File: src/rtl/ifd_pkg.sv
// shared types, constants and the crc helper of the frame decoder
package ifd_pkg;

  localparam logic [5:0]  HDR_BYTES   = 6'd16;
  localparam logic [5:0]  IMU_SIZE    = 6'd44;
  localparam logic [5:0]  WHEEL_SIZE  = 6'd28;
  localparam logic [15:0] CRC_POLY    = 16'h1021;

  typedef enum logic [1:0] {
    REG_SYNC       = 2'd0,
    REG_IMU_ID     = 2'd1,
    REG_WHEEL_ID   = 2'd2,
    REG_FRAME_KIND = 2'd3
  } ifd_reg_t;

  typedef enum logic [1:0] {
    OP_SYNC,
    OP_HDR,
    OP_WORD,
    OP_FOOT
  } ifd_op_t;

  typedef enum logic [2:0] {
    ST_OK           = 3'd0,
    ST_BAD_SYNC     = 3'd1,
    ST_BAD_ID       = 3'd2,
    ST_LEN_MISMATCH = 3'd3,
    ST_CRC_MISMATCH = 3'd4
  } ifd_status_t;

  typedef enum logic {
    RES_WORD   = 1'b0,
    RES_FINISH = 1'b1
  } ifd_res_kind_t;

  typedef enum logic {
    PH_IDLE,
    PH_ACTIVE
  } ifd_phase_t;

  // one classified byte, handed from the parser to the execution side
  typedef struct packed {
    logic        clear;
    logic        crc_en;
    ifd_op_t     op;
    logic [7:0]  data;
    logic [3:0]  hdr_pos;
    logic        sync_bad;
    logic        id_bad;
    logic        word_done;
    logic [2:0]  word_idx;
    logic [1:0]  foot_off;
    logic        last;
    logic [5:0]  size;
  } ifd_cmd_t;

  typedef struct packed {
    ifd_res_kind_t kind;
    logic [2:0]    word_index;
    logic [31:0]   word_value;
    logic [7:0]    message_type;
    logic [7:0]    frame_seq;
    logic [7:0]    trig_src;
    logic [15:0]   message_length;
    logic [15:0]   week_num;
    logic [31:0]   gps_seconds;
    logic [31:0]   gps_microseconds;
    logic [15:0]   foot_status;
    ifd_status_t   status;
  } ifd_res_t;

  // crc-16, msb first, one byte
  function automatic logic [15:0] crc16_byte(input logic [15:0] crc, input logic [7:0] b);
    logic [15:0] v;
    v = crc ^ {b, 8'h00};
    for (int i = 0; i < 8; i++) begin
      if (v[15]) begin
        v = {v[14:0], 1'b0} ^ CRC_POLY;
      end else begin
        v = {v[14:0], 1'b0};
      end
    end
    return v;
  endfunction

endpackage

File: src/rtl/ifd_fifo.sv
// small show-ahead queue used between the parser, the executor and the result port
module ifd_fifo #(
  parameter int unsigned WIDTH = 8,
  parameter int unsigned DEPTH = 2
) (
  input  logic             clk,
  input  logic             rst_n,
  input  logic             push,
  input  logic [WIDTH-1:0] wdata,
  output logic             full,
  input  logic             pop,
  output logic [WIDTH-1:0] rdata,
  output logic             empty
);

  localparam int unsigned AW = (DEPTH > 1) ? $clog2(DEPTH) : 1;
  localparam int unsigned CW = $clog2(DEPTH + 1);

  logic [WIDTH-1:0] mem [DEPTH];
  logic [AW-1:0]    wr_ptr_r, wr_ptr_nxt;
  logic [AW-1:0]    rd_ptr_r, rd_ptr_nxt;
  logic [CW-1:0]    count_r, count_nxt;
  logic             do_push, do_pop;

  assign full    = (count_r == CW'(DEPTH));
  assign empty   = (count_r == '0);
  assign do_push = push && !full;
  assign do_pop  = pop && !empty;
  assign rdata   = mem[rd_ptr_r];

  always_comb begin
    wr_ptr_nxt = wr_ptr_r;
    rd_ptr_nxt = rd_ptr_r;
    count_nxt  = count_r;
    if (do_push) begin
      wr_ptr_nxt = (wr_ptr_r == AW'(DEPTH - 1)) ? '0 : wr_ptr_r + AW'(1);
    end
    if (do_pop) begin
      rd_ptr_nxt = (rd_ptr_r == AW'(DEPTH - 1)) ? '0 : rd_ptr_r + AW'(1);
    end
    case ({do_push, do_pop})
      2'b10:   count_nxt = count_r + CW'(1);
      2'b01:   count_nxt = count_r - CW'(1);
      default: count_nxt = count_r;
    endcase
  end

  always_ff @(posedge clk) begin
    if (!rst_n) begin
      wr_ptr_r <= '0;
      rd_ptr_r <= '0;
      count_r  <= '0;
    end else begin
      wr_ptr_r <= wr_ptr_nxt;
      rd_ptr_r <= rd_ptr_nxt;
      count_r  <= count_nxt;
    end
  end

  always_ff @(posedge clk) begin
    if (do_push) begin
      mem[wr_ptr_r] <= wdata;
    end
  end

  a_count_bound: assert property (@(posedge clk) disable iff (!rst_n)
    count_r <= CW'(DEPTH))
    else $error("queue count beyond depth");

  a_count_grow: assert property (@(posedge clk) disable iff (!rst_n)
    (do_push && !do_pop) |=> (count_r == $past(count_r) + CW'(1)))
    else $error("queue count did not follow a lone push");

endmodule

File: src/rtl/ifd_front.sv
// parser: configuration registers, frame position tracking and byte classification
module ifd_front (
  input  logic            clk,
  input  logic            rst_n,
  input  logic            cfg_we,
  input  logic [1:0]      cfg_index,
  input  logic [7:0]      cfg_wdata,
  input  logic            accept,
  input  logic [7:0]      in_data_byte,
  input  logic            in_start_of_message,
  output logic            cmd_valid,
  output ifd_pkg::ifd_cmd_t cmd
);
  import ifd_pkg::*;

  ifd_phase_t  state_r, state_nxt;
  logic [5:0]  pos_r, pos_nxt;
  logic [7:0]  sync_r, imu_id_r, wheel_id_r;
  logic        kind_r;

  logic [5:0]  pos, size, word_off, foot_raw;
  logic [7:0]  want_id;
  logic        end_frame;

  assign pos      = in_start_of_message ? 6'd0 : pos_r;
  assign size     = kind_r ? WHEEL_SIZE : IMU_SIZE;
  assign want_id  = kind_r ? wheel_id_r : imu_id_r;
  assign word_off = pos - HDR_BYTES;
  assign foot_raw = pos - (size - 6'd4);

  always_comb begin
    cmd.clear     = in_start_of_message;
    cmd.crc_en    = (pos < size - 6'd2);
    cmd.data      = in_data_byte;
    cmd.hdr_pos   = pos[3:0];
    cmd.sync_bad  = (in_data_byte != sync_r);
    cmd.id_bad    = (pos == 6'd1) && (in_data_byte != want_id);
    cmd.word_done = (word_off[1:0] == 2'b11);
    cmd.word_idx  = word_off[4:2];
    cmd.foot_off  = (foot_raw > 6'd3) ? 2'd3 : foot_raw[1:0];
    cmd.last      = (pos >= size - 6'd1);
    cmd.size      = size;
    if (pos == 6'd0) begin
      cmd.op = OP_SYNC;
    end else if (pos < HDR_BYTES) begin
      cmd.op = OP_HDR;
    end else if (pos < size - 6'd4) begin
      cmd.op = OP_WORD;
    end else begin
      cmd.op = OP_FOOT;
    end
  end

  assign cmd_valid = accept && (in_start_of_message || state_r == PH_ACTIVE);

  always_comb begin
    end_frame = 1'b0;
    case (cmd.op)
      OP_SYNC: end_frame = cmd.sync_bad;
      OP_HDR:  end_frame = cmd.id_bad;
      OP_FOOT: end_frame = cmd.last;
      default: end_frame = 1'b0;
    endcase
  end

  always_comb begin
    state_nxt = state_r;
    pos_nxt   = pos_r;
    if (cmd_valid) begin
      pos_nxt   = end_frame ? 6'd0 : pos + 6'd1;
      state_nxt = end_frame ? PH_IDLE : PH_ACTIVE;
    end
  end

  always_ff @(posedge clk) begin
    if (!rst_n) begin
      state_r <= PH_IDLE;
      pos_r   <= '0;
    end else begin
      state_r <= state_nxt;
      pos_r   <= pos_nxt;
    end
  end

  always_ff @(posedge clk) begin
    if (!rst_n) begin
      sync_r     <= 8'h7E;
      imu_id_r   <= '0;
      wheel_id_r <= '0;
      kind_r     <= 1'b0;
    end else if (cfg_we) begin
      case (cfg_index)
        REG_SYNC:       sync_r     <= cfg_wdata;
        REG_IMU_ID:     imu_id_r   <= cfg_wdata;
        REG_WHEEL_ID:   wheel_id_r <= cfg_wdata;
        REG_FRAME_KIND: kind_r     <= cfg_wdata[0];
        default:        ;
      endcase
    end
  end

  a_end_goes_idle: assert property (@(posedge clk) disable iff (!rst_n)
    (cmd_valid && end_frame) |=> (state_r == PH_IDLE))
    else $error("parser stayed active after a frame ended");

  a_pos_bound: assert property (@(posedge clk) disable iff (!rst_n)
    (state_r == PH_ACTIVE) |-> (pos_r < IMU_SIZE))
    else $error("frame position ran past the longest frame");

endmodule

File: src/rtl/ifd_back.sv
// executor: crc, header and footer capture, word assembly and result building
module ifd_back (
  input  logic              clk,
  input  logic              rst_n,
  input  logic              cmd_valid,
  input  ifd_pkg::ifd_cmd_t cmd,
  output logic              cmd_pop,
  input  logic              res_full,
  output logic              res_push,
  output ifd_pkg::ifd_res_t res
);
  import ifd_pkg::*;

  logic [15:0] crc_r, crc_nxt, crc_base;
  logic [15:0] len_r, len_nxt;
  logic [7:0]  mtype_r, mtype_nxt;
  logic [7:0]  fcnt_r, fcnt_nxt;
  logic [7:0]  trig_r, trig_nxt;
  logic [15:0] week_r, week_nxt;
  logic [31:0] secs_r, secs_nxt;
  logic [31:0] usecs_r, usecs_nxt;
  logic [31:0] word_r, word_nxt;
  logic [15:0] gstat_r, gstat_nxt;
  logic [15:0] rxcrc_r, rxcrc_nxt;
  logic        res_valid;

  assign cmd_pop  = cmd_valid && !res_full;
  assign res_push = cmd_pop && res_valid;

  always_comb begin
    // a start marker clears the frame before this byte is applied
    crc_base  = cmd.clear ? '0 : crc_r;
    len_nxt   = cmd.clear ? '0 : len_r;
    mtype_nxt = cmd.clear ? '0 : mtype_r;
    fcnt_nxt  = cmd.clear ? '0 : fcnt_r;
    trig_nxt  = cmd.clear ? '0 : trig_r;
    week_nxt  = cmd.clear ? '0 : week_r;
    secs_nxt  = cmd.clear ? '0 : secs_r;
    usecs_nxt = cmd.clear ? '0 : usecs_r;
    word_nxt  = cmd.clear ? '0 : word_r;
    gstat_nxt = cmd.clear ? '0 : gstat_r;
    rxcrc_nxt = cmd.clear ? '0 : rxcrc_r;
    crc_nxt   = cmd.crc_en ? crc16_byte(crc_base, cmd.data) : crc_base;

    res_valid            = 1'b0;
    res.kind             = RES_FINISH;
    res.word_index       = '0;
    res.word_value       = '0;
    res.foot_status      = '0;
    res.status           = ST_OK;

    case (cmd.op)
      OP_SYNC: begin
        if (cmd.sync_bad) begin
          res_valid  = 1'b1;
          res.status = ST_BAD_SYNC;
        end
      end
      OP_HDR: begin
        case (cmd.hdr_pos)
          4'd1:    mtype_nxt          = cmd.data;
          4'd2:    fcnt_nxt           = cmd.data;
          4'd3:    trig_nxt           = cmd.data;
          4'd4:    len_nxt[7:0]       = cmd.data;
          4'd5:    len_nxt[15:8]      = cmd.data;
          4'd6:    week_nxt[7:0]      = cmd.data;
          4'd7:    week_nxt[15:8]     = cmd.data;
          4'd8:    secs_nxt[7:0]      = cmd.data;
          4'd9:    secs_nxt[15:8]     = cmd.data;
          4'd10:   secs_nxt[23:16]    = cmd.data;
          4'd11:   secs_nxt[31:24]    = cmd.data;
          4'd12:   usecs_nxt[7:0]     = cmd.data;
          4'd13:   usecs_nxt[15:8]    = cmd.data;
          4'd14:   usecs_nxt[23:16]   = cmd.data;
          4'd15:   usecs_nxt[31:24]   = cmd.data;
          default: ;
        endcase
        if (cmd.id_bad) begin
          res_valid  = 1'b1;
          res.status = ST_BAD_ID;
        end
      end
      OP_WORD: begin
        word_nxt = {cmd.data, word_nxt[31:8]};
        if (cmd.word_done) begin
          res_valid      = 1'b1;
          res.kind       = RES_WORD;
          res.word_index = cmd.word_idx;
          res.word_value = word_nxt;
        end
      end
      OP_FOOT: begin
        case (cmd.foot_off)
          2'd0:    gstat_nxt[7:0]  = cmd.data;
          2'd1:    gstat_nxt[15:8] = cmd.data;
          2'd2:    rxcrc_nxt[7:0]  = cmd.data;
          default: rxcrc_nxt[15:8] = cmd.data;
        endcase
        if (cmd.last) begin
          res_valid       = 1'b1;
          res.foot_status = gstat_nxt;
          // length check wins over the crc check
          if (len_nxt != {10'd0, cmd.size}) begin
            res.status = ST_LEN_MISMATCH;
          end else if (crc_nxt != rxcrc_nxt) begin
            res.status = ST_CRC_MISMATCH;
          end else begin
            res.status = ST_OK;
          end
        end
      end
      default: ;
    endcase

    res.message_type     = mtype_nxt;
    res.frame_seq        = fcnt_nxt;
    res.trig_src         = trig_nxt;
    res.message_length   = len_nxt;
    res.week_num         = week_nxt;
    res.gps_seconds      = secs_nxt;
    res.gps_microseconds = usecs_nxt;
  end

  always_ff @(posedge clk) begin
    if (!rst_n) begin
      crc_r   <= '0;
      len_r   <= '0;
      mtype_r <= '0;
      fcnt_r  <= '0;
      trig_r  <= '0;
      week_r  <= '0;
      secs_r  <= '0;
      usecs_r <= '0;
      word_r  <= '0;
      gstat_r <= '0;
      rxcrc_r <= '0;
    end else if (cmd_pop) begin
      crc_r   <= crc_nxt;
      len_r   <= len_nxt;
      mtype_r <= mtype_nxt;
      fcnt_r  <= fcnt_nxt;
      trig_r  <= trig_nxt;
      week_r  <= week_nxt;
      secs_r  <= secs_nxt;
      usecs_r <= usecs_nxt;
      word_r  <= word_nxt;
      gstat_r <= gstat_nxt;
      rxcrc_r <= rxcrc_nxt;
    end
  end

  a_word_emits: assert property (@(posedge clk) disable iff (!rst_n)
    (cmd_pop && cmd.op == OP_WORD && cmd.word_done) |-> res_push)
    else $error("completed payload word produced no result");

endmodule

File: src/rtl/ins_frame_decoder_crc16_unit.sv
// Byte-serial frame decoder with CRC-16 check. One byte is taken per clock while full is low;
// a parser classifies each frame byte against the selected frame layout and queues it, and an
// executor updates the CRC (one byte per cycle unless the result queue is full), captures
// header and footer fields and assembles payload words. A result (payload word or frame
// finish) enters the output queue as the executor takes its byte. Sustained rate is one byte
// per cycle while the result queue has room, set by the byte-wide CRC update. No clearing
// pass after reset. Configuration is written through cfg_we, cfg_index and cfg_wdata.
module ins_frame_decoder_crc16_unit #(
  parameter int unsigned CMD_DEPTH = 2,
  parameter int unsigned RES_DEPTH = 2
) (
  input  logic        clk,
  input  logic        rst_n,
  input  logic        cfg_we,
  input  logic [1:0]  cfg_index,
  input  logic [7:0]  cfg_wdata,
  input  logic        push,
  output logic        full,
  input  logic [7:0]  in_data_byte,
  input  logic        in_start_of_message,
  output logic        empty,
  input  logic        pop,
  output logic        out_kind,
  output logic [2:0]  out_word_index,
  output logic [31:0] out_word_value,
  output logic [7:0]  out_message_type,
  output logic [7:0]  out_frame_seq,
  output logic [7:0]  out_trig_src,
  output logic [15:0] out_message_length,
  output logic [15:0] out_week_num,
  output logic [31:0] out_gps_seconds,
  output logic [31:0] out_gps_microseconds,
  output logic [15:0] out_foot_status,
  output logic [2:0]  out_status
);
  import ifd_pkg::*;

  logic     accept;
  logic     fr_valid;
  ifd_cmd_t fr_cmd;
  ifd_cmd_t q_cmd;
  logic     q_empty;
  logic     q_pop;
  logic     res_full;
  logic     res_push;
  ifd_res_t res_in;
  ifd_res_t res_out;

  assign accept = push && !full;

  ifd_front u_front (
    .clk                 (clk),
    .rst_n               (rst_n),
    .cfg_we              (cfg_we),
    .cfg_index           (cfg_index),
    .cfg_wdata           (cfg_wdata),
    .accept              (accept),
    .in_data_byte        (in_data_byte),
    .in_start_of_message (in_start_of_message),
    .cmd_valid           (fr_valid),
    .cmd                 (fr_cmd)
  );

  ifd_fifo #(
    .WIDTH ($bits(ifd_cmd_t)),
    .DEPTH (CMD_DEPTH)
  ) u_cmd_q (
    .clk   (clk),
    .rst_n (rst_n),
    .push  (fr_valid),
    .wdata (fr_cmd),
    .full  (full),
    .pop   (q_pop),
    .rdata (q_cmd),
    .empty (q_empty)
  );

  ifd_back u_back (
    .clk       (clk),
    .rst_n     (rst_n),
    .cmd_valid (!q_empty),
    .cmd       (q_cmd),
    .cmd_pop   (q_pop),
    .res_full  (res_full),
    .res_push  (res_push),
    .res       (res_in)
  );

  ifd_fifo #(
    .WIDTH ($bits(ifd_res_t)),
    .DEPTH (RES_DEPTH)
  ) u_res_q (
    .clk   (clk),
    .rst_n (rst_n),
    .push  (res_push),
    .wdata (res_in),
    .full  (res_full),
    .pop   (pop),
    .rdata (res_out),
    .empty (empty)
  );

  assign out_kind             = res_out.kind;
  assign out_word_index       = res_out.word_index;
  assign out_word_value       = res_out.word_value;
  assign out_message_type     = res_out.message_type;
  assign out_frame_seq        = res_out.frame_seq;
  assign out_trig_src         = res_out.trig_src;
  assign out_message_length   = res_out.message_length;
  assign out_week_num         = res_out.week_num;
  assign out_gps_seconds      = res_out.gps_seconds;
  assign out_gps_microseconds = res_out.gps_microseconds;
  assign out_foot_status      = res_out.foot_status;
  assign out_status           = res_out.status;

endmodule
File: config.mk
export PLATFORM = sky130hd
export DESIGN_NAME = ins_frame_decoder_crc16_unit
export DESIGN_NICKNAME = d
export VERILOG_FILES = /design/src/rtl/ifd_pkg.sv /design/src/rtl/ifd_fifo.sv /design/src/rtl/ifd_front.sv /design/src/rtl/ifd_back.sv /design/src/rtl/ins_frame_decoder_crc16_unit.sv
export SDC_FILE = /design/constraint.sdc
export NUM_CORES = 1
export LEC_CHECK = 0
export BUFFER_PORTS_ARGS = -buffer_cell sky130_fd_sc_hd__clkbuf_2
export CAP_MARGIN = 10
export CORE_ASPECT_RATIO = 0.8
export CORE_UTILIZATION = 30
export DETAILED_ROUTE_END_ITERATION = 6
export GPL_TIMING_DRIVEN = 0
export SLEW_MARGIN = 25
export SYNTH_ARGS = -nofsm -noshare
export SYNTH_HDL_FRONTEND = slang
export SYNTH_HIERARCHICAL = 1
export SYNTH_SLANG_ARGS = --single-unit
File: constraint.sdc
create_clock -name clk -period 8 [get_ports clk]
set_clock_uncertainty 0.1 [all_clocks]
set_input_delay 0.8 -clock clk [delete_from_list [all_inputs] [get_ports clk]]
set_output_delay 0.8 -clock clk [all_outputs]
set_load 0.05 [all_outputs]
==> flow_summary_export.csv <==
group,metric,value,unit
outcome,status,"complete, no violations",
layout,fin_area,33500,um2
logic_synthesis,synth-main-ff-cell,"edfxtp_1",
setup_path,r2r_end,"u_res_q/mem[0][69]$_DFFE_PP_",
clocking,cts_setup_buffers,0,
logic_synthesis,synth_top_family_by_area,"simple AND/OR/NAND/NOR gates",
clocking,cts_tree,"yes",
routing,drt-pass1-iter-count,7,
run,max_cap_violations,0,
logic_synthesis,synth_compound_area_frac,0.0872,
setup_path,crit_chain,"nand2b_2, inv_2, nand2b_1, clkbuf_1, inv_2, clkbuf_1, buf_2, and2_1, inv_1, or3_1, inv_8, buf_16, buf_16",
floorplanning,row_count,100,
setup_path,path_buf_inv,9,
layout,num-nets-final,2712,
logic_synthesis,yosysTopAreaCell,"edfxtp_1",
layout,regArea,17100,um2
grt,overflow,0,
floorplanning,dieArea,95900,um2
logic_synthesis,synthMuxAreaShare,0.100,
logic_synthesis,ys.warnings.count,6,
power,power,11.9,mW
logic_synthesis,synth.most_common_cell,"edfxtp_1",
layout,drive_gt1_frac,0.247,
clocking,post_cts_resized,0,
logic_synthesis,yosysSeqAreaShare,0.601,
timing,min_period_over_period,0.593,
timing,worstMarginPinSlew,1090,ps
logic_synthesis,syn_area,28400,um2
clocking,cts_root_buf,"clkbuf_16",
layout,fillers,9312,
floorplanning,core,93300,um2
logic_synthesis,synth_area_leaders,"edfxtp_1 44%, dfxtp_1 16%, mux2_2 8.4%",
routing,vias,19200,
setup_path,r2r_start,"u_res_q/count_r[0]$_SDFFE_PN0P_",
layout,syn2layout_area_growth,17.9,%
timing,final.min_clock_period,4740,ps
grt,grt.total_usage,0.161,
clocking,cts.clk_slew.worst_paths,60,ps
layout,final_util,0.359,
grt,grt_pass1_wl,117000,um
clocking,htreeDepth,3,
power,ir_drop,0.159,mV
clocking,cts_sinks,646,
setup_path,worstPathArrival,4910,ps
logic_synthesis,syn_avg_cell_area,11.8,um2
routing,routed_wl,79000,um
grt,grt_start_max_net_pins,67,
power,p_leak,12.0,nW
logic_synthesis,async_reset_ff_frac,0,
grt,first_global_vias,18300,
routing,wl_per_cell,19.9,um
floorplanning,die_w,346,um
grt,antenna_found_initial,2,
clocking,cts_max_path_buffers,3,
floorplanning,io_pins,201,
timing,drv_slew,0,
logic_synthesis,synth-adder-area-share,0.00264,
layout,multi_input_area,10400,um2
floorplanning,start_util,0.304,
setup_path,slowest_delay,670,ps
logic_synthesis,synth_cell_types,77,
setup_path,cp-end-kind,"register",
power,p_per_area,354,nW/um2
routing,viasPerCell,4.83,
worst_hold_path,worstHoldEndpoint,"u_front/sync_r[6]$_SDFFE_PN1P_",
logic_synthesis,synth_top_area_frac,0.436,
timing,timing.final.hold_violations,0,
timing,rsz0062_at_grt,"false",
timing,hold_slack,351,ps
clocking,cts_made_buffers,71,
worst_hold_path,min_path_cells,3,
worst_hold_path,holdCritPathClass,"in -> reg",
place,hpwl,55100,um
setup_path,required,8160,ps
logic_synthesis,synth_common_cells,"412 x edfxtp_1, 273 x nand2_1, 234 x dfxtp_1, 212 x mux2_2, 193 x nor2_1",
place,port_buffers,200,
routing,dr.first_iter.drc_count,1716,
place,gp_congestion,0.889,
timing,fin_ws,3260,ps
setup_path,cp_slowest_cell,"clkbuf_1",
setup_path,rrSetupSlack,3260,ps
timing,fmax,0.211,GHz
floorplanning,die_y,277,um
logic_synthesis,synthXorXnorAreaFrac,0.0236,
setup_path,critical_path.top_delay_family,"buffers and inverters",
setup_path,rr_worst_depth,13,
routing,ant_nets,0,
logic_synthesis,synth_cells,2400,
place,placedInstanceArea,31100,um2
timing,setup_viol,0,
clocking,insertion_delay,630,ps
timing,worst_slew_margin_rel,0.273,
clocking,cts_hold_buffers,0,
setup_path,crit_fanout,66,
worst_hold_path,hp-start,"cfg_wdata[6]",
setup_path,cp-start-kind,"register",
place,pre_cts_ws,3180,ps
logic_synthesis,synth_edf_count,412,
routing,drcViolationCount,0,
logic_synthesis,synth-simple-area-share,0.151,
setup_path,path_class,"reg -> reg",
logic_synthesis,ys_ff_latch,646,
[worst max-delay path by stage]
stage                               startpoint                            to  cells past startpoint
4_1_cts        u_res_q/count_r[0]$_SDFFE_PN0P_  u_res_q/mem[0][73]$_DFFE_PP_                     13
3_3_place_gp   u_res_q/count_r[0]$_SDFFE_PN0P_  u_res_q/mem[1][74]$_DFFE_PP_                      9
6_report       u_res_q/count_r[0]$_SDFFE_PN0P_  u_res_q/mem[0][69]$_DFFE_PP_                     13
3_5_place_dp   u_res_q/count_r[0]$_SDFFE_PN0P_  u_res_q/mem[0][74]$_DFFE_PP_                     13
2_1_floorplan  u_res_q/count_r[0]$_SDFFE_PN0P_   u_res_q/mem[1][0]$_DFFE_PP_                      9
5_1_grt        u_res_q/count_r[0]$_SDFFE_PN0P_  u_res_q/mem[0][88]$_DFFE_PP_                     13
[through the flow]
stage | setup TNS, ps | cells
after global placement | -602480 | 3826
after floorplan | 0 | 2402
after global routing | 0 | 3964
final | 0 | 3965
after CTS | 0 | 3964
after detailed placement | 0 | 3833
[routing by layer]
metal,wire length [um],global-route usage,vias to the layer above
met5,0,0,-
met4,1690,0.0425,0
met2,35000,0.243,577
met3,4830,0.0314,92
li1,-,-,9143
met1,37500,0.235,9357
[logic make-up after synthesis]
| logic type | after synthesis |
|---|---|
| other | 2 |
| AOI/OAI and AO/OA | 357 |
| and+or+nand+nor | 848 |
| adders and majority gates | 6 |
| xor gates and xnor gates | 72 |
| muxes | 256 |
| DFF | 646 |
| buffers and inverters | 213 |
[worst register-to-register path, cell delays in order (launching register included)]
cell and delay (ps):
dfxtp_1 420, nand2b_2 190, inv_2 40, nand2b_1 130
clkbuf_1 280, inv_2 260, clkbuf_1 680, buf_2 410
and2_1 230, inv_1 60, or3_1 450, inv_8 340
buf_16 310, buf_16 430
[power by group]
| group | leakage, nW | switching (mW) | internal (mW) | total, mW |
|---|---|---|---|---|
| clock network | 1.16 | 1.37 | 1.91 | 3.28 |
| logic | 5.16 | 3.01 | 1.21 | 4.22 |
| registers | 5.71 | 0.209 | 4.15 | 4.36 |
[registers in the layout, summed over array words and instances, names as in the netlist, 16 cells and up, named ones only]
signal          count
u_back/secs_r      32
u_cmd_q/mem        62
u_back/crc_r       16
u_back/usecs_r     32
u_back/word_r      24
u_back/rxcrc_r     16
u_res_q/mem       350
u_back/len_r       16
u_back/gstat_r     16
u_back/week_r      16
[layout by cell type (no fill, tap or decap), drive strengths merged, types with 5 or more instances in the layout]
cell type  count
clkinv        33
buf           92
inv           32
a22oi         48
a21boi        57
nand2b        30
nor2b        100
and2          24
ha             6
nor3b         93
nand3         31
or3           11
a31o          44
mux2i         43
nor4           9
nand3b         5
o21ai         97
a21oi         44
o211ai         5
edfxtp       412
clkbuf       387
xor2          25
o211a         20
xnor2         46
a32oi          7
and3          57
nor2         194
bufinv         6
nand2        275
nor3           7
mux2         212
dfxtp        234
a211oi         5
[area by class of cell]
class                   instances  area share
diodes                          1   0.0000747
plain buffers                 184      0.0254
clock buffers                  88      0.0571
clock inverters                43      0.0129
inverters                      29     0.00348
multi-input cells            1543       0.311
flip-flops and latches        646       0.509
well taps                    1224      0.0457
repair buffers                207      0.0352
Note: power is estimated with default switching activity, not from simulation.
